**config.mk**
```make
export PLATFORM = sky130hd
export DESIGN_NAME = psl_mul
export DESIGN_NICKNAME = d
export VERILOG_FILES = /design/src/rtl/psl_pkg.sv /design/src/rtl/psl_mul.sv
export SDC_FILE = /design/constraint.sdc
export NUM_CORES = 2
export LEC_CHECK = 0
export BUFFER_PORTS_ARGS = -buffer_cell sky130_fd_sc_hd__buf_2
export CORE_MARGIN = 1
export CORE_UTILIZATION = 58
export DETAILED_ROUTE_END_ITERATION = 12
export PLACE_DENSITY = 0.79
export SLEW_MARGIN = 0
export SYNTH_ARGS = -nofsm -noshare
export SYNTH_HDL_FRONTEND = slang
export SYNTH_SLANG_ARGS = --single-unit
```
**constraint.sdc**
```tcl
create_clock -name clock -period 10.4 [get_ports clock]
set_input_delay 2.08 -clock clock [delete_from_list [all_inputs] [get_ports clock]]
set_output_delay 2.08 -clock clock [all_outputs]
set_load 0.02 [all_outputs]
```
**src/rtl/psl_pkg.sv**
```systemverilog
// ----------------------------------------------------------------------------
// PI speed loop package
// Shared types, register indexes and reset constants for the PI speed loop.
// ----------------------------------------------------------------------------
package psl_pkg;

   localparam int unsigned DUTY_MAX_DEF = 65535;

   localparam int unsigned MUL_W  = 33;
   localparam int unsigned PROD_W = 2 * MUL_W;
   localparam int unsigned ADDR_W = 5;

   localparam logic [31:0] PROP_GAIN_RST     = 32'd98304000;
   localparam logic [31:0] INTEG_GAIN_RST    = 32'd0;
   localparam logic [30:0] INTEG_LIMIT_RST   = 31'h7FFF_FFFF;
   localparam logic [31:0] SPEED_SCALE_RST   = 32'd1280;
   localparam logic [15:0] SAMPLE_PERIOD_RST = 16'd655;

   typedef enum logic [2:0] {
      CSR_PROP_GAIN     = 3'd0,
      CSR_INTEG_GAIN    = 3'd1,
      CSR_INTEG_LIMIT   = 3'd2,
      CSR_SPEED_SCALE   = 3'd3,
      CSR_SAMPLE_PERIOD = 3'd4
   } csr_index_type;

   typedef enum logic [2:0] {
      ST_IDLE,
      ST_MEAS,
      ST_ERR,
      ST_INC,
      ST_ACC,
      ST_INTEG,
      ST_SUM,
      ST_FIN
   } seq_state_type;

   typedef struct packed {
      logic [31:0] prop_gain;
      logic [31:0] integ_gain;
      logic [30:0] integ_limit;
      logic [31:0] speed_scale;
      logic [15:0] sample_period;
   } csr_regs_type;

   typedef struct packed {
      logic [MUL_W-1:0] a;
      logic [MUL_W-1:0] b;
   } mul_op_type;

   typedef struct packed {
      logic        load;
      logic [15:0] duty_fwd;
      logic [15:0] duty_rev;
      logic        saturated;
   } psl_result_type;

endpackage

```
**src/rtl/psl_mul.sv**
```systemverilog
// ----------------------------------------------------------------------------
// PI speed loop shared multiplier
// One signed 33 x 33 multiplier with a registered product, shared by the product steps.
// ----------------------------------------------------------------------------
module psl_mul (
   input  logic                                 clock,
   input  psl_pkg::mul_op_type                  op,
   output logic signed [psl_pkg::PROD_W-1:0]    prod_ff
);
   import psl_pkg::*;

   logic signed [PROD_W-1:0] prod_in;

   assign prod_in = $signed(op.a) * $signed(op.b);

   always_ff @(posedge clock) begin
      prod_ff <= prod_in;
   end

endmodule

```
==> metrics <==
y dimension of the die=265.8 um; max FFs per register=66; area inside the core boundary=0.06871 mm2; share of the yosys chip area belonging to registers=3.273%; global-route wire length before repair=171800 um; post-synth design cell area=0.04037 mm2; detailed-routing iteration count for the pre-antenna-repair pass=8; Syn Nets=5731; Layout Nets=5710; post-route antenna net violation count=0; final sum of negative setup slack=0 ps; number of instances in the synthesized netlist=4302; Synthesis Warnings=0; total setup buffers inserted after CTS=0; worst setup path class=in2reg; initial antenna violation count=9; required time at the endpoint of the critical path=10710 ps; sum of overflow across all layers after global routing=0; final period utilization=94.63%; routed vias/inst=5.510; Async S/R FF share, synth=0%; remaining design rule violation count=0; starting density of the core=58.75%; slew margin rel.=42.65%; Routed Wire Length=104600 um; Final Wtd Congestion=0.9475; Clock Tree Buf Depth=2; max-slew violation total from the final report=0; worst hold-check path type=in2reg; Top-Level Pins=133; number of max-cap violations=0; Highest Clock Rate=101.6 MHz; clock buffers created by TritonCTS=9; die width=265.8 um; number of placed cells counting well taps=5201; fraction of final layout cells sized beyond drive strength 1=5.320%; Final setup viols=0; via count of the first global-routing pass=32.08k; synth unique cells=61; leading cell type in the layout, fill and taps excluded=sky130_fd_sc_hd__fa_1; endpoint kind of the worst setup timing path=register; startpoint type of the worst setup path=input port; # clock sinks=66; critical path's slowest cell=sky130_fd_sc_hd__buf_2; Critical Path Start=op[52]; count of H-tree levels built during CTS=3; CTS hold repair buffers=0; number of flops mapped to enable cells by yosys=0; Detail Placement HPWL=87350 um; cell mode on critical path=sky130_fd_sc_hd__fa_1; Post-Layout Cell Count=5223; overall global routing resource usage=31.70%; Top FF cell, synth=sky130_fd_sc_hd__dfxtp_1; Port Buffers=132; Reg clk slew, reported paths=70 ps; average detailed-routed wire length per instance=20.02 um; TritonCTS clock tree=yes; Arr. time, crit path=10150 ps; Most flops, register=prod_ff; startpoint of the most critical hold path=op[0]; RSZ-0062 raised after global routing=no; capture point of the worst path=prod_ff[65]; CTS root buffer=sky130_fd_sc_hd__clkbuf_16; top library cells by usage in the layout, fill and taps aside=1145 x sky130_fd_sc_hd__fa_1, 1133 x sky130_fd_sc_hd__inv_1, 562 x sky130_fd_sc_hd__and2_1, 543 x sky130_fd_sc_hd__nand2_1, 217 x sky130_fd_sc_hd__ha_1; row count=96; largest fanout on the critical path=33; Final Hold Violating Endpoints=0; worst slack on hold paths=2242 ps; Total Die Area=0.07066 mm2; pin count of the biggest net entering global routing=34; Worst-Margin Slew=860.3 ps; overall via count from detail_route=28.78k; Area growth, synth to finish=4.361%; number of synthesized register bits=66; slowest stage delay, CP=610 ps; result of the run=finished, final reports clean; fin crit period=9842 ps; biggest regs=prod_ff x66; average cell area after synthesis=9.383 um2; Post-Place Worst Slack=314.1 ps; number of design-rule violations left by the first detailed-router iteration=2070; worst-case setup margin in the final layout=558.1 ps; total of cells resized after clock tree synthesis=0
worst min path at each step:
stage | end | cells past startpoint
finish | prod_ff[1] | 3
global route | prod_ff[1] | 3
CTS | prod_ff[1] | 3
detailed placement | prod_ff[27] | 1
global placement | prod_ff[27] | 1
floorplan | prod_ff[0] | 1
layout make-up:
class                   instances  area [um2]
inverters                    1133        4253
diodes                          6       15.01
multi-input cells            2882       33960
repair buffers                189        1089
flip-flops and latches         66        1321
clock buffers                  10       239.0
well taps                     931        1165
fillers                      5732       26580
clock inverters                 6       90.09
stage by stage:
stage          util [%]  instance area [um2]
2_1_floorplan         -                40370
5_1_grt           61.31                42120
3_3_place_gp      60.81                41780
3_5_place_dp      60.81                41780
6_report          61.31                42130
4_1_cts           61.29                42110
cells in the mapped netlist, types with 18 or more instances:
| library cell | number | area (um2) |
|---|---|---|
| sky130_fd_sc_hd__nor2_1 | 47 | 176.4 |
| sky130_fd_sc_hd__a21o_1 | 28 | 210.2 |
| sky130_fd_sc_hd__clkbuf_1 | 220 | 825.8 |
| sky130_fd_sc_hd__o21ai_0 | 37 | 185.2 |
| sky130_fd_sc_hd__inv_1 | 1133 | 4253 |
| sky130_fd_sc_hd__a21oi_1 | 73 | 365.4 |
| sky130_fd_sc_hd__ha_1 | 217 | 2715 |
| sky130_fd_sc_hd__nand3_1 | 18 | 90.09 |
| sky130_fd_sc_hd__xor2_1 | 20 | 175.2 |
| sky130_fd_sc_hd__xnor2_1 | 55 | 481.7 |
| sky130_fd_sc_hd__nand2_1 | 543 | 2038 |
| sky130_fd_sc_hd__dfxtp_1 | 66 | 1321 |
| sky130_fd_sc_hd__fa_1 | 1145 | 22920 |
| sky130_fd_sc_hd__and2_1 | 562 | 3516 |
worst max-delay path, delay by kind of cell:
kind	cells	cell delay (ps)
AND/OR/NAND/NOR	4	840
XOR/XNOR	1	150
AO/OA/AOI/OAI	5	1840
adder cells (fa/ha/maj)	9	4340
buffers and inverters	6	880
logic make-up (layout without fill, tap and decap cells):
family,Yosys count,after routing,share of synthesized area (%)
simple gates,1228,1228,15.38
other cells,0,6,0
compound gates,217,217,3.599
flops,66,66,3.273
xor+xnor,75,75,1.627
buf+inv,1354,1338,12.61
fa+ha+maj,1362,1362,63.51
metal layers:
metal	vias to the layer above	wire, um	track usage [%]
met5	-	31	0
met4	4	6019	16.90
met3	306	8456	5.610
met2	1339	52480	53.07
met1	14975	37570	39.33
li1	12156	-	-
Power is left out: the tool's default activity adds up to more than one toggle a clock period on the data nets, which glitch-free logic cannot reach.
