==> src/rtl/psl_pkg.sv <==
// ----------------------------------------------------------------------------
// PI speed loop package
// Shared types, register indexes and reset constants for the PI speed loop.
// ----------------------------------------------------------------------------
package psl_pkg;

   localparam int unsigned DUTY_MAX_DEF = 65535;

   localparam int unsigned MUL_W  = 33;
   localparam int unsigned PROD_W = 2 * MUL_W;
   localparam int unsigned ADDR_W = 5;

   localparam logic [31:0] PROP_GAIN_RST     = 32'd98304000;
   localparam logic [31:0] INTEG_GAIN_RST    = 32'd0;
   localparam logic [30:0] INTEG_LIMIT_RST   = 31'h7FFF_FFFF;
   localparam logic [31:0] SPEED_SCALE_RST   = 32'd1280;
   localparam logic [15:0] SAMPLE_PERIOD_RST = 16'd655;

   typedef enum logic [2:0] {
      CSR_PROP_GAIN     = 3'd0,
      CSR_INTEG_GAIN    = 3'd1,
      CSR_INTEG_LIMIT   = 3'd2,
      CSR_SPEED_SCALE   = 3'd3,
      CSR_SAMPLE_PERIOD = 3'd4
   } csr_index_type;

   typedef enum logic [2:0] {
      ST_IDLE,
      ST_MEAS,
      ST_ERR,
      ST_INC,
      ST_ACC,
      ST_INTEG,
      ST_SUM,
      ST_FIN
   } seq_state_type;

   typedef struct packed {
      logic [31:0] prop_gain;
      logic [31:0] integ_gain;
      logic [30:0] integ_limit;
      logic [31:0] speed_scale;
      logic [15:0] sample_period;
   } csr_regs_type;

   typedef struct packed {
      logic [MUL_W-1:0] a;
      logic [MUL_W-1:0] b;
   } mul_op_type;

   typedef struct packed {
      logic        load;
      logic [15:0] duty_fwd;
      logic [15:0] duty_rev;
      logic        saturated;
   } psl_result_type;

endpackage

==> src/rtl/psl_csr.sv <==
// ----------------------------------------------------------------------------
// PI speed loop register file
// Gain, clamp, scale and period registers behind a simple peripheral port.
// ----------------------------------------------------------------------------
module psl_csr (
   input  logic                          clock,
   input  logic                          reset,
   input  logic                          csr_psel,
   input  logic                          csr_penable,
   input  logic                          csr_pwrite,
   input  logic [psl_pkg::ADDR_W-1:0]    csr_paddr,
   input  logic [31:0]                   csr_pwdata,
   output logic [31:0]                   csr_prdata,
   output logic                          csr_pready,
   output psl_pkg::csr_regs_type         regs
);
   import psl_pkg::*;

   csr_regs_type  regs_ff;
   csr_regs_type  regs_in;
   csr_index_type index;
   logic          write_en;

   assign csr_pready = 1'b1;
   assign index      = csr_index_type'(csr_paddr[ADDR_W-1:2]);
   assign write_en   = csr_psel & csr_penable & csr_pwrite & csr_pready;
   assign regs       = regs_ff;

   always_comb begin
      regs_in = regs_ff;
      if (write_en) begin
         unique case (index)
            CSR_PROP_GAIN:     regs_in.prop_gain     = csr_pwdata;
            CSR_INTEG_GAIN:    regs_in.integ_gain    = csr_pwdata;
            CSR_INTEG_LIMIT:   regs_in.integ_limit   = csr_pwdata[30:0];
            CSR_SPEED_SCALE:   regs_in.speed_scale   = csr_pwdata;
            CSR_SAMPLE_PERIOD: regs_in.sample_period = csr_pwdata[15:0];
            default:           regs_in = regs_ff;
         endcase
      end
   end

   always_comb begin
      unique case (index)
         CSR_PROP_GAIN:     csr_prdata = regs_ff.prop_gain;
         CSR_INTEG_GAIN:    csr_prdata = regs_ff.integ_gain;
         CSR_INTEG_LIMIT:   csr_prdata = {1'b0, regs_ff.integ_limit};
         CSR_SPEED_SCALE:   csr_prdata = regs_ff.speed_scale;
         CSR_SAMPLE_PERIOD: csr_prdata = {16'd0, regs_ff.sample_period};
         default:           csr_prdata = 32'd0;
      endcase
   end

   always_ff @(posedge clock) begin
      if (reset) begin
         regs_ff.prop_gain     <= PROP_GAIN_RST;
         regs_ff.integ_gain    <= INTEG_GAIN_RST;
         regs_ff.integ_limit   <= INTEG_LIMIT_RST;
         regs_ff.speed_scale   <= SPEED_SCALE_RST;
         regs_ff.sample_period <= SAMPLE_PERIOD_RST;
      end else begin
         regs_ff <= regs_in;
      end
   end

endmodule

==> config.mk <==
export PLATFORM = sky130hd
export DESIGN_NAME = psl_csr
export DESIGN_NICKNAME = d
export VERILOG_FILES = /design/src/rtl/psl_pkg.sv /design/src/rtl/psl_csr.sv
export SDC_FILE = /design/constraint.sdc
export NUM_CORES = 1
export LEC_CHECK = 0
export BUFFER_PORTS_ARGS = -buffer_cell sky130_fd_sc_hd__buf_2
export CORE_UTILIZATION = 44
export DETAILED_ROUTE_END_ITERATION = 8
export PLACE_DENSITY = 0.7
export SLEW_MARGIN = 20
export SYNTH_ARGS = -nofsm -noshare
export SYNTH_HDL_FRONTEND = slang
export SYNTH_SLANG_ARGS = --single-unit
export TNS_END_PERCENT = 100
==> constraint.sdc <==
create_clock -name clock -period 3.95 [get_ports clock]
set_input_delay 0.79 -clock clock [delete_from_list [all_inputs] [get_ports clock]]
set_output_delay 0.79 -clock clock [all_outputs]
set_load 0.05 [all_outputs]
==> metrics.yaml <==
status: "complete, no violations"
ys_seq_area_share_pct: 41.4
synth-simple-area-share_pct: 19.5
yosysMostFrequentCell: "mux2i_1"
hold_start: "regs[89]"
synthMuxAreaShare_pct: 30.4
wire_per_inst_um: 16.4
netlist_instances: 660
via_per_inst: 4.97
power_mw: 3.35
grt_util_all_layers_pct: 22.4
seqCellArea_mm2: 0.00286
worstReg2RegEnd: "regs[98]"
die_h_um: 127
cts.sinks: 143
setup_tns_ns: 0
yosysUniqueCellTypes: 30
io_buffer_count: 214
gp_congestion: 0.735
period_needed_ns: 3.34
cts_resized: 0
hold_buffers: 0
synth_top_family_by_area: "multiplexers"
cp_common_cell: "buf_4"
num_vias: 5350
skew_ns: 0
drive_above_1_share_pct: 32.0
core_area_mm2: 0.0153
slowest_delay_ns: 0.61
power_density_mw_per_mm2: 390
worstRegToRegCells: 2
rsz0062_at_grt: "false"
utilization_pct: 56.3
drc: 0
synth-xor-area-share_pct: 0
finalSetupViolations: 0
synth-main-ff-cell: "dfxtp_1"
cts_buffer_depth: 2
drtAntennaViolNets: 0
yosys.area.top_type_share_pct: 41.4
htree_levels: 4
grt_pass1_wl_mm: 27.7
critPathMaxFanout: 42
syn-cell-area_mm2: 0.00691
place_hpwl_mm: 11.8
num-nets-final: 897
worst_slew_pin_slew_ns: 0.859
cp.arrival_ns: 2.55
die_w_um: 127
fin_crit_sh_pct: 84.5
synthAdderAreaFrac_pct: 0
first_pass_iters: 7
synth_compound_area_share_pct: 3.73
min_to: "regs[89]"
cp-start-kind: "input port"
cpMaxStageDelayCell: "buf_4"
multiInputGateArea_mm2: 0.00371
grt_max_degree: 95
setup.worst_path.class: "input port to output pin"
io_pins: 218
cts_setup_buffers: 0
p_leak_nw: 4.18
largest_register_ffs: 143
antenna_found_initial: 1
drv.max_cap_violation_count: 0
ys_async_sr_fraction_pct: 0
cts_buffers: 17
vdd_drop_max_mv: 0.279
dp_slack_ns: 0.600
ys_ff_latch: 143
syn2layout_area_growth_pct: 24.4
cts_root_buf: "clkbuf_16"
fillers: 1391
setup_slack_ns: 0.611
endpoint_kind: "output pin"
grt_overflow: 0
crit_buf_inv: 3
cts_tree: "built"
syn_area_per_cell_um2: 10.5
drv_slew: 0
slew_headroom_pct: 42.6
floorplan.initialDensity_pct: 45.3
diodes: 0
fmax_mhz: 300
synthTopCellsByCount: "mux2i_1, dfxtp_1, nand2b_1"
yosys_warnings: 0
reg2reg_setup_slack_ns: 3.27
die_area_mm2: 0.0162
totalWireLength_mm: 17.7
synthesis.nets: 702
cp.required_ns: 3.16
hold_viol_final: 0
synth_edf_count: 0
yosys-top-cells-area: "dfxtp_1, mux2i_1, nand2b_1"
regToRegStartpoint: "regs[98]"
clk_pin_slew_worst_paths_ns: 0.05
drt_iter0_drc: 229
worstHoldPathCells: 2
crit_family: "buffers and inverters"
clock_latency_ns: 0.41
grt_pass1_vias: 5111
rows: 45
yosysTopAreaCell: "dfxtp_1"
crit_chain: "buf_4 > buf_4 > mux2i_1 > a2bb2oi_1 > o21ai_0 > buf_2"
hold_path.class: "register to register"
## worst reg2reg max path, stage by stage (launching register included)
cell and delay [ns]:
dfxtp_1 0.35, nand2b_1 0.07, mux2i_1 0.17
## metal layers
metal / part of all wire [%] / vias to the layer above / global-route usage [%]
met2: 47 / 158 / 37.4
met3: 5.4 / 20 / 5.32
li1: - / 2651 / -
met1: 47 / 2519 / 28.7
met4: 1.2 / 2 / 6.58
met5: 0.056 / - / 0
## layout make-up
cell class	instances	share of cell area, %
Timing Repair Buffer	228	13.9
Tap cell	211	3.07
Clock inverter	6	0.990
Clock buffer	24	5.49
Multi-Input combinational cell	465	43.2
Sequential cell	143	33.3
## cells by family after synthesis
kind of cell,after synthesis
AND/OR/NAND/NOR,236
other,1
buffers and inverters,52
multiplexers,191
AO/OA/AOI/OAI,37
flip-flops,143
## power by group
group          switching (mW)  total, mW  leakage (nW)  internal, mW
combinational           0.235      0.355          2.76         0.120
sequential            0.00858       1.46          1.15          1.45
clock                   0.576       1.53         0.266         0.954
## metrics by stage
step           area, um2  std cells  hold WS [ns]
6_report            8590       1077         0.487
4_1_cts             8590       1077         0.490
3_5_place_dp        8040       1047         0.475
2_1_floorplan       6910        660         0.701
3_3_place_gp        8040       1047         0.475
5_1_grt             8590       1077         0.514
## worst max-delay path by stage
stage	from	to	slack, ns	cells past startpoint
final	csr_paddr[3]	csr_prdata[14]	0.61	6
after global routing	csr_paddr[3]	csr_prdata[14]	0.46	6
after floorplan	csr_paddr[3]	csr_prdata[14]	0.68	5
after detailed placement	csr_paddr[3]	csr_prdata[14]	0.60	6
after global placement	csr_paddr[3]	csr_prdata[14]	0.61	6
after CTS	csr_paddr[3]	csr_prdata[14]	0.60	6
## placed cells by master (no fill, tap or decap), drive strengths merged
cell type    n
buf        228
mux2i      175
dfxtp      143
nand2b     130
nor2        79
clkbuf      24
nor2b       16
mux4        15
o22ai       11
a21o        11
o21ai        5
o2bb2ai      4
o21a         4
nor3b        3
bufinv       2
clkinv       2
clkinvlp     2
or2          1
a2bb2oi      1
mux2         1
a22oi        1
nand4b       1
nor3         1
and4b        1
nand3b       1
nand3        1
nand4        1
nand2        1
conb         1
(Power assumes the default switching activity.)
