File: src/rtl/psl_pkg.sv
// ----------------------------------------------------------------------------
// PI speed loop package
// Shared types, register indexes and reset constants for the PI speed loop.
// ----------------------------------------------------------------------------
package psl_pkg;

   localparam int unsigned DUTY_MAX_DEF = 65535;

   localparam int unsigned MUL_W  = 33;
   localparam int unsigned PROD_W = 2 * MUL_W;
   localparam int unsigned ADDR_W = 5;

   localparam logic [31:0] PROP_GAIN_RST     = 32'd98304000;
   localparam logic [31:0] INTEG_GAIN_RST    = 32'd0;
   localparam logic [30:0] INTEG_LIMIT_RST   = 31'h7FFF_FFFF;
   localparam logic [31:0] SPEED_SCALE_RST   = 32'd1280;
   localparam logic [15:0] SAMPLE_PERIOD_RST = 16'd655;

   typedef enum logic [2:0] {
      CSR_PROP_GAIN     = 3'd0,
      CSR_INTEG_GAIN    = 3'd1,
      CSR_INTEG_LIMIT   = 3'd2,
      CSR_SPEED_SCALE   = 3'd3,
      CSR_SAMPLE_PERIOD = 3'd4
   } csr_index_type;

   typedef enum logic [2:0] {
      ST_IDLE,
      ST_MEAS,
      ST_ERR,
      ST_INC,
      ST_ACC,
      ST_INTEG,
      ST_SUM,
      ST_FIN
   } seq_state_type;

   typedef struct packed {
      logic [31:0] prop_gain;
      logic [31:0] integ_gain;
      logic [30:0] integ_limit;
      logic [31:0] speed_scale;
      logic [15:0] sample_period;
   } csr_regs_type;

   typedef struct packed {
      logic [MUL_W-1:0] a;
      logic [MUL_W-1:0] b;
   } mul_op_type;

   typedef struct packed {
      logic        load;
      logic [15:0] duty_fwd;
      logic [15:0] duty_rev;
      logic        saturated;
   } psl_result_type;

endpackage

File: src/rtl/psl_seq.sv
// ----------------------------------------------------------------------------
// PI speed loop sequencer
// Steps one item through error, integral and drive using the shared multiplier.
// ----------------------------------------------------------------------------
module psl_seq #(
   parameter int unsigned DUTY_MAX = psl_pkg::DUTY_MAX_DEF
) (
   input  logic                                 clock,
   input  logic                                 reset,
   input  logic                                 req_valid,
   output logic                                 req_ready,
   input  logic [31:0]                          target_speed,
   input  logic [15:0]                          encoder_delta,
   input  logic                                 out_free,
   input  psl_pkg::csr_regs_type                regs,
   output psl_pkg::mul_op_type                  mul_op,
   input  logic signed [psl_pkg::PROD_W-1:0]    prod,
   output psl_pkg::psl_result_type              result
);
   import psl_pkg::*;

   seq_state_type      state_ff;
   seq_state_type      state_in;

   logic signed [31:0] target_ff;
   logic signed [15:0] delta_ff;
   logic signed [31:0] err_ff;
   logic signed [31:0] err_in;
   logic signed [31:0] integ_ff;
   logic signed [31:0] integ_in;
   logic signed [64:0] p1_ff;
   logic signed [64:0] sum_ff;

   logic               ld_in;
   logic               ld_err;
   logic               ld_acc;
   logic               ld_p1;
   logic               ld_sum;
   logic               load_out;

   logic signed [48:0] diff;
   logic signed [47:0] inc_prod;
   logic signed [47:0] inc_adj;
   logic signed [33:0] acc_sum;
   logic signed [33:0] lim;
   logic signed [33:0] acc_clamp;
   logic signed [64:0] adj_sum;
   logic signed [33:0] drive;
   logic        [33:0] mag;
   logic               sat;
   logic        [15:0] duty;

   function automatic logic signed [64:0] halve(input logic signed [PROD_W-1:0] x);
      logic signed [PROD_W-1:0] t;
      t = x + $signed({{(PROD_W-1){1'b0}}, x[PROD_W-1]});
      return t[PROD_W-1:1];
   endfunction

   assign req_ready = (state_ff == ST_IDLE);
   assign ld_in     = req_valid & req_ready;

   always_comb begin
      state_in = state_ff;
      unique case (state_ff)
         ST_IDLE:  if (req_valid) state_in = ST_MEAS;
         ST_MEAS:  state_in = ST_ERR;
         ST_ERR:   state_in = ST_INC;
         ST_INC:   state_in = ST_ACC;
         ST_ACC:   state_in = ST_INTEG;
         ST_INTEG: state_in = ST_SUM;
         ST_SUM:   state_in = ST_FIN;
         ST_FIN:   if (out_free) state_in = ST_IDLE;
         default:  state_in = ST_IDLE;
      endcase
   end

   always_comb begin
      mul_op   = '0;
      ld_err   = 1'b0;
      ld_acc   = 1'b0;
      ld_p1    = 1'b0;
      ld_sum   = 1'b0;
      load_out = 1'b0;
      unique case (state_ff)
         ST_IDLE: ;
         ST_MEAS: begin
            mul_op.a = {{(MUL_W-16){delta_ff[15]}}, delta_ff};
            mul_op.b = {1'b0, regs.speed_scale};
         end
         ST_ERR: ld_err = 1'b1;
         ST_INC: begin
            mul_op.a = {err_ff[31], err_ff};
            mul_op.b = {{(MUL_W-16){1'b0}}, regs.sample_period};
         end
         ST_ACC: begin
            ld_acc   = 1'b1;
            mul_op.a = {err_ff[31], err_ff};
            mul_op.b = {1'b0, regs.prop_gain};
         end
         ST_INTEG: begin
            ld_p1    = 1'b1;
            mul_op.a = {integ_ff[31], integ_ff};
            mul_op.b = {1'b0, regs.integ_gain};
         end
         ST_SUM: ld_sum = 1'b1;
         ST_FIN: load_out = out_free;
         default: ;
      endcase
   end

   always_comb begin
      diff = $signed({{17{target_ff[31]}}, target_ff}) - $signed(prod[48:0]);
      if (diff[48:31] == '0 || diff[48:31] == '1) begin
         err_in = diff[31:0];
      end else if (diff[48]) begin
         err_in = 32'sh8000_0000;
      end else begin
         err_in = 32'sh7FFF_FFFF;
      end
   end

   always_comb begin
      inc_prod = prod[47:0];
      inc_adj  = inc_prod + (inc_prod[47] ? 48'sd65535 : 48'sd0);
      acc_sum  = $signed({{2{integ_ff[31]}}, integ_ff})
               + $signed({{2{inc_adj[47]}}, inc_adj[47:16]});
      lim      = $signed({3'b000, regs.integ_limit});
      if (acc_sum > lim) begin
         acc_clamp = lim;
      end else if (acc_sum < -lim) begin
         acc_clamp = -lim;
      end else begin
         acc_clamp = acc_sum;
      end
      integ_in = (target_ff == 32'sd0) ? 32'sd0 : acc_clamp[31:0];
   end

   always_comb begin
      adj_sum = sum_ff + (sum_ff[64] ? 65'sh7FFF_FFFF : 65'sd0);
      drive   = adj_sum[64:31];
      mag     = drive[33] ? 34'(-drive) : 34'(drive);
      sat     = (mag > 34'(DUTY_MAX));
      duty    = sat ? 16'(DUTY_MAX) : mag[15:0];
      result.load      = load_out;
      result.saturated = sat;
      result.duty_fwd  = (!drive[33] && drive != 34'sd0) ? duty : 16'd0;
      result.duty_rev  = drive[33] ? duty : 16'd0;
   end

   always_ff @(posedge clock) begin
      if (reset) begin
         state_ff <= ST_IDLE;
         integ_ff <= 32'sd0;
      end else begin
         state_ff <= state_in;
         if (ld_acc) begin
            integ_ff <= integ_in;
         end
      end
   end

   always_ff @(posedge clock) begin
      if (ld_in) begin
         target_ff <= target_speed;
         delta_ff  <= encoder_delta;
      end
      if (ld_err) begin
         err_ff <= err_in;
      end
      if (ld_p1) begin
         p1_ff <= halve(prod);
      end
      if (ld_sum) begin
         sum_ff <= p1_ff + halve(prod);
      end
   end

endmodule

File: config.mk
export PLATFORM = sky130hd
export DESIGN_NAME = psl_seq
export DESIGN_NICKNAME = d
export VERILOG_FILES = /design/src/rtl/psl_pkg.sv /design/src/rtl/psl_seq.sv
export SDC_FILE = /design/constraint.sdc
export NUM_CORES = 1
export LEC_CHECK = 0
export BUFFER_PORTS_ARGS = -buffer_cell sky130_fd_sc_hd__buf_2
export CAP_MARGIN = 25
export CORE_MARGIN = 2
export CORE_UTILIZATION = 50
export DETAILED_ROUTE_END_ITERATION = 6
export PLACE_DENSITY = 0.78
export SLEW_MARGIN = 20
export SYNTH_ARGS = -nofsm -noshare
export SYNTH_HDL_FRONTEND = slang
export SYNTH_SLANG_ARGS = --single-unit
File: constraint.sdc
create_clock -name clock -period 13.26 [get_ports clock]
set_clock_uncertainty 0.1 [all_clocks]
set_input_delay 3.315 -clock clock [delete_from_list [all_inputs] [get_ports clock]]
set_output_delay 3.315 -clock clock [all_outputs]
set_load 0.05 [all_outputs]
==> results of run 1 <==
-- metrics by stage --
stage               cells  instance area (µm²)
floorplan            2947                25000
global placement     3886                27400
detailed placement   3886                27400
CTS                  3937                28400
global route         3945                28400
finish               3952                28400
-- flip-flops by register name, indices dropped and copies added (netlist names) --
| signal | count |
|---|---|
| state_ff | 3 |
| err_ff | 32 |
| target_ff | 32 |
| delta_ff | 16 |
| sum_ff | 65 |
| integ_ff | 32 |
| p1_ff | 65 |
-- cell usage after synthesis (13+ instances only) --
cell type,count,area share (%)
o211ai_1,27,0.81
and4_1,13,0.46
and3_1,32,0.80
or2_2,15,0.38
a21oi_1,259,5.2
inv_1,152,2.3
xor2_1,66,2.3
a21oi_2,23,0.81
o21ai_0,160,3.2
nand2b_1,24,0.60
ha_1,255,13
dfxtp_1,35,2.8
a22oi_1,81,2.4
nor2b_1,25,0.63
o21a_1,26,0.78
or3_1,14,0.35
nor3_1,75,1.5
a211o_1,13,0.46
mux2_2,40,1.8
a21o_1,113,3.4
edfxtp_1,210,25
a31oi_1,24,0.60
nand4_1,61,1.5
and2_1,20,0.50
nor2_1,191,2.9
nand3_1,96,1.9
nor4_1,32,0.80
xnor2_1,229,8.0
clkbuf_1,92,1.4
a211oi_1,28,0.84
o21bai_1,25,0.75
nand2_1,293,4.4
-- final timing paths --
check | slack [ps] | depth (start not counted) | end
worst max-delay path | 1410 | 40 | integ_ff[30]
worst max register to register | 6440 | 25 | integ_ff[30]
worst min-delay path | 450 | 2 | integ_ff[12]
worst min register to register | 450 | 2 | integ_ff[12]
-- final cells by class --
type,instances,area (µm²)
fillers,4546,20700
multi-input cells,2439,17000
flip-flops and latches,245,7010
repair buffers,386,2000
well taps,664,831
clock buffers,33,741
inverters,153,574
clock inverters,18,231
diodes,14,35.0
-- routing by layer --
layer,track usage [%],vias to the layer above
met5,0,-
met1,42.5,11275
li1,-,11608
met2,51.3,1292
met3,5.72,251
met4,20.8,6
-- cells in the final DEF (no fill, tap or decap), drive strengths merged, types with 8 or more instances in the layout --
cell    Yosys  routed
buf        18     386
nand2     293     293
a21oi     282     282
ha        255     255
xnor2     230     230
edfxtp    210     210
nor2      191     191
o21ai     164     164
inv       153     157
a21o      113     113
nand3      96      96
a22oi      81      81
nor3       76      76
xor2       66      66
nand4      63      63
mux2       40      40
nor4       36      36
dfxtp      35      35
and3       33      33
clkbuf     92      33
a211oi     29      29
o211ai     29      29
o21a       26      26
o21bai     25      25
nor2b      25      25
nand2b     24      24
a31oi      24      24
and2       20      20
or2        15      15
or3        15      15
diode       0      14
and4       14      14
a211o      13      13
mux2i      12      12
o31ai      10      10
o41ai       8       8
-- power by group through the flow --
stage / registers [µW] / logic (µW) / clock network [µW]
2_1_floorplan: 914 / 572 / 0
3_3_place_gp: 934 / 818 / 0
4_1_cts: 918 / 830 / 845
6_report: 919 / 850 / 834
3_5_place_dp: 934 / 822 / 0
5_1_grt: 921 / 917 / 875
-- worst reg2reg max path: cells and delay by family, from the launching register on --
| family | cells | cell delay, ps |
|---|---|---|
| AOI/OAI and AO/OA | 19 | 3930 |
| buffers and inverters | 1 | 440 |
| and+or+nand+nor | 1 | 510 |
| adders and majority gates | 3 | 1050 |
| xor gates and xnor gates | 1 | 280 |
| DFF | 1 | 430 |
-- cells by family (layout without fill, tap and decap cells) --
kind of cell,count (synthesis),after routing,synth area share (%)
simple gates,934,934,18.4
compound gates,898,898,23.5
xor+xnor,296,296,10.4
buf+inv,263,590,4.17
fa+ha+maj,258,258,13.0
flops,245,245,28.1
mux,52,52,2.29
other cells,1,15,0.0150
==> metrics.md, run 1 <==
| Metric | Value |
|---|---|
| Status | `finished clean` |
| Number of global-route vias before repair | `22518` |
| Cell repeated most along the worst path | `a21o_1` |
| Routed WL | `87400 µm` |
| CTS hold repair buffers | `0` |
| DR WL/cell | `22.1 µm` |
| Final hold viol count | `0` |
| Combinational Power Share | `32.6%` |
| Worst endpoint required time | `13660 ps` |
| Reg clk slew, reported paths | `60 ps` |
| Pint | `1680 µW` |
| CP top delay family | `compound AO/OA/AOI/OAI gates` |
| Die Y | `227 µm` |
| DR WL met3 | `7870 µm` |
| Sequential share of power | `35.3%` |
| Area added between synthesis and finish | `13.8%` |
| Initial DRC Count | `2266` |
| PortBufs | `360` |
| Worst Path Arrival | `12240 ps` |
| Largest net degree at the start of global routing | `71` |
| Synth Instances | `2947` |
| Crit end category | `flop` |
| Core Footprint | `49100 µm²` |
| Worst setup path start | `prod[47]` |
| Post-CTS setup buffers | `0` |
| Clock power frac | `32.0%` |
| Fin crit share | `89.4%` |
| CTS tree | `built` |
| Leakage Power | `0.0119 µW` |
| Post-synth cell types | `92` |
| IO Pins | `362` |
| First-pass GRT wire length | `131000 µm` |
| DP HPWL | `70700 µm` |
| CTS root buffer | `clkbuf_16` |
| Worst hold path class | `reg2reg` |
| Clock tree buffer depth | `3` |
| Chip Width | `227 µm` |
| Setup TNS | `0 ps` |
| Met2 WL post-DR | `37700 µm` |
| CTS buffer count | `28` |
| Die Area | `51700 µm²` |
| Total GRT Usage | `33.0%` |
| Worst skew pair latency | `580 ps` |
| Switching Share | `35.4%` |
| Worst-path fanout max | `43` |
| Syn Nets | `3466` |
| Final ANT Viol Nets | `0` |
| Worst-margin pin slew | `1050 ps` |
| Power Total | `2600 µW` |
| Starting density of the core | `50.9%` |
| PostCTS Resize Cnt | `0` |
| Synth Warn # | `0` |
| GR Overflow Total | `0` |
| Core Util, Final | `57.9%` |
| Synth Area per Inst | `8.47 µm²` |
| Yosys reg bits | `245` |
| Switching Power | `922 µW` |
| Crit path buf inv count | `4` |
| Share of cells above drive strength 1 | `16.8%` |
| FMAX | `84.4 MHz` |
| Vias | `24432` |
| Post-place setup slack | `1100 ps` |
| H-tree depth | `1` |
| Hold Crit Start | `integ_ff[12]` |
| Sequential fraction of the synthesis area | `28.1%` |
| Final number of setup-violating endpoints | `0` |
| WS Path Type | `in2reg` |
| CTS Sinks | `245` |
| Nets@finish | `3772` |
| Pwr Density | `91.7 nW/µm²` |
| Gp weighted congestion | `1.03` |
| Peak supply drop | `0.108 mV` |
| FFs w/ async S/R, synth | `0%` |
| Worst slew margin | `30.0%` |
| Vias/cell | `6.18` |
| Initial antenna violation count | `15` |
| Drc violations | `0` |
| Cell Area, Synth | `25000 µm²` |
| RSZ-0062 raised after global routing | `no` |
| Post-synth EDFFs | `210` |
| Startpoint Class | `primary input` |
| Setup ws final | `1410 ps` |
| Wl on met1 | `35400 µm` |
| Detailed Routing Iterations Pass 1 | `6` |
| Worst r2r src | `integ_ff[0]` |
| Synth Flop Type | `edfxtp_1` |
| CP max stage delay | `490 ps` |
| Top Layer Used | `met5` |
| Hold Worst Slack | `451 ps` |
| Row count | `81` |
| Maxcap violations | `0` |
| Slowest-stage cell, CP | `nand2_1` |
| Min cycle time layout | `11850 ps` |
| Final Max Slew Viols | `0` |
(Power assumes the default switching activity.)
==> run 2: changes to the inputs <==
--- a/config.mk
+++ b/config.mk
@@ -5,8 +5,10 @@
 export SDC_FILE = /design/constraint.sdc
 export NUM_CORES = 1
 export LEC_CHECK = 0
+export ABC_CLOCK_PERIOD_IN_PS = 13260
 export BUFFER_PORTS_ARGS = -buffer_cell sky130_fd_sc_hd__buf_2
 export CAP_MARGIN = 25
+export CORE_ASPECT_RATIO = 0.9
 export CORE_MARGIN = 2
 export CORE_UTILIZATION = 50
 export DETAILED_ROUTE_END_ITERATION = 6
==> run 2 against run 1 <==
  * Worst hold slack lost 31 ps
  * Fmax shrank 1.5%
  * Combinational power grew 0.6%
  * Cell count grew 0.18%
  * Sequential share of layout area shrank 0.073 points
  * First-iteration DRC count grew 16%
==> metrics.md, run 2 (synthesis gave the netlist of run 1 again) <==
| Metric | Value |
|---|---|
| Status | `finished clean (unchanged)` |
| CP max stage delay | `570 ps (was 490 ps)` |
| Share of cells above drive strength 1 | `17.1% (was 16.8%)` |
| Routed WL | `84100 µm (was 87400 µm)` |
| Worst hold path class | `reg2reg (unchanged)` |
| R2r setup slk | `6670 ps (was 6440 ps)` |
| Power Total | `2620 µW (was 2600 µW)` |
| R2R depth | `25 (unchanged)` |
| Final std cells w/o fill | `3959 (was 3952)` |
| Slowest-stage cell, CP | `a2111oi_0 (was nand2_1)` |
| Worst-margin pin slew | `1100 ps (was 1050 ps)` |
| WS Path Type | `in2reg (unchanged)` |
| H-tree depth | `1 (unchanged)` |
| Clock tree buffer depth | `3 (unchanged)` |
| CTS buffer count | `29 (was 28)` |
| Crit end category | `flop (unchanged)` |
| Final hold viol count | `0 (unchanged)` |
| Initial antenna violation count | `10 (was 15)` |
| RSZ-0062 raised after global routing | `no (unchanged)` |
| Initial DRC Count | `2639 (was 2266)` |
| Nets@finish | `3775 (was 3772)` |
| Die Y | `216 µm (was 227 µm)` |
| Die Area | `51700 µm² (about the same)` |
| Gp weighted congestion | `1.02 (was 1.03)` |
| Startpoint Class | `primary input (unchanged)` |
| Fillers | `4463 (was 4546)` |
| Worst-path fanout max | `50 (was 43)` |
| Worst slew margin | `25.7% (was 30.0%)` |
| Vias/cell | `6.12 (was 6.18)` |
| Leakage Power | `0.0120 µW (was 0.0119 µW)` |
| Worst endpoint required time | `13660 ps (about the same)` |
| Number of global-route vias before repair | `22123 (was 22518)` |
| Commonest non-fill, non-tap cell in the layout | `buf_2 (unchanged)` |
| Pwr Density | `91.9 nW/µm² (was 91.7 nW/µm²)` |
| Worst setup path start | `prod[47] (unchanged)` |
| GR Overflow Total | `0 (unchanged)` |
| Final ANT Viol Nets | `0 (unchanged)` |
| DR WL/cell | `21.3 µm (was 22.1 µm)` |
| Most frequent cells in the layout | `buf_2 (361), nand2_1 (293), a21oi_1 (258), ha_1 (255), xnor2_1 (229) (was buf_2 (360), nand2_1 (293), a21oi_1 (258), ha_1 (255), xnor2_1 (229))` |
| Chip Width | `239 µm (was 227 µm)` |
| Maxcap violations | `0 (unchanged)` |
| CTS hold repair buffers | `0 (unchanged)` |
| Fin crit share | `90.7% (was 89.4%)` |
| Setup TNS | `0 ps (unchanged)` |
| CTS tree | `built (unchanged)` |
| Area added between synthesis and finish | `14.1% (was 13.8%)` |
| Reg clk slew, reported paths | `60 ps (about the same)` |
| Vias | `24217 (was 24432)` |
| CTS root buffer | `clkbuf_16 (unchanged)` |
| Worst skew pair latency | `590 ps (was 580 ps)` |
| PostCTS Resize Cnt | `0 (unchanged)` |
| CTS Sinks | `245 (unchanged)` |
| Core Footprint | `49200 µm² (was 49100 µm²)` |
| Min cycle time layout | `12030 ps (was 11850 ps)` |
| First-pass GRT wire length | `127000 µm (was 131000 µm)` |
| Peak supply drop | `0.110 mV (was 0.108 mV)` |
| Drc violations | `0 (unchanged)` |
| Total GRT Usage | `31.4% (was 33.0%)` |
| IO Pins | `362 (unchanged)` |
| Worst r2r src | `integ_ff[0] (unchanged)` |
| Row count | `77 (was 81)` |
| Worst Path Arrival | `12420 ps (was 12240 ps)` |
| DP HPWL | `67500 µm (was 70700 µm)` |
| Post-CTS setup buffers | `0 (unchanged)` |
| Final Max Slew Viols | `0 (unchanged)` |
| Cell repeated most along the worst path | `a21o_1 (unchanged)` |
| Detailed Routing Iterations Pass 1 | `6 (unchanged)` |
| PortBufs | `360 (unchanged)` |
| Worst flop-to-flop path endpoint | `integ_ff[25] (was integ_ff[30])` |
| Starting density of the core | `50.7% (was 50.9%)` |
| CP endpoint | `integ_ff[25] (was integ_ff[30])` |
| Regs by FF count | `p1_ff (65), sum_ff (65) (unchanged)` |
| FMAX | `83.1 MHz (was 84.4 MHz)` |
| Final number of setup-violating endpoints | `0 (unchanged)` |
| Placed Cells | `3894 (was 3886)` |
| Largest net degree at the start of global routing | `82 (was 71)` |
==> run 2: changes by cell type in the layout (fill, tap and decap cells not counted), moves of 2 or more <==
cell       before  now
clkinv_4        0    3
bufinv_16       5    2
clkbuf_8        0    3
clkinv_2        4    6
diode_2        14    9
clkbuf_16      29   32
clkbuf_1        4    1
inv_6           4    1
buf_12          0    2
==> run 2: critical path, delay by kind of cell <==
| kind | cells | cell delay, ps |
|---|---|---|
| fa+ha+maj | 3 | 960 |
| buf+inv | 4 | 1110 |
| xor+xnor | 2 | 380 |
| simple gates | 3 | 560 |
| compound gates | 28 | 6020 |
==> run 2: power by group <==
group	leakage (µW)	total (µW)	switching [µW]	internal, µW
Clock	0.000501	847	352	495
Combinational	0.00925	855	556	299
Sequential	0.00220	914	27.6	887
==> run 2: worst min-delay path by stage <==
stage,depth (start not counted),from,end,slack (ps)
finish,2,integ_ff[27],integ_ff[27],420
global route,2,integ_ff[25],integ_ff[25],440
CTS,2,integ_ff[27],integ_ff[27],410
detailed placement,2,integ_ff[27],integ_ff[27],400
global placement,2,integ_ff[27],integ_ff[27],400
floorplan,2,integ_ff[0],integ_ff[0],350
==> run 2: final cells by class <==
| type | count | area (µm²) | area share [%] |
|---|---|---|---|
| clock inverters | 18 | 171 | 0.602 |
| multi-input cells | 2439 | 17000 | 59.6 |
| repair buffers | 388 | 2030 | 7.14 |
| flip-flops and latches | 245 | 7010 | 24.6 |
| clock buffers | 36 | 846 | 2.97 |
| inverters | 153 | 574 | 2.02 |
| well taps | 671 | 840 | 2.95 |
| diodes | 9 | 22.5 | 0.0791 |
==> run 2: through the flow <==
step	cell area, µm²	setup WS, ps	hold slack, ps	utilization (%)
final	28500	1230	419	57.8
after global placement	27400	1130	400	55.7
after detailed placement	27400	987	398	55.7
after global routing	28500	766	437	57.8
after CTS	28400	1540	411	57.8
after floorplan	25000	2270	348	-
==> run 2: metal layers <==
metal  track usage [%]  vias to the layer above  share of wire (%)
met5                 0                        -              0.040
met4              13.3                        6                4.6
met3              5.99                      172                9.3
met2              50.0                     1167                 44
met1              41.8                    11258                 42
li1                  -                    11614                  -
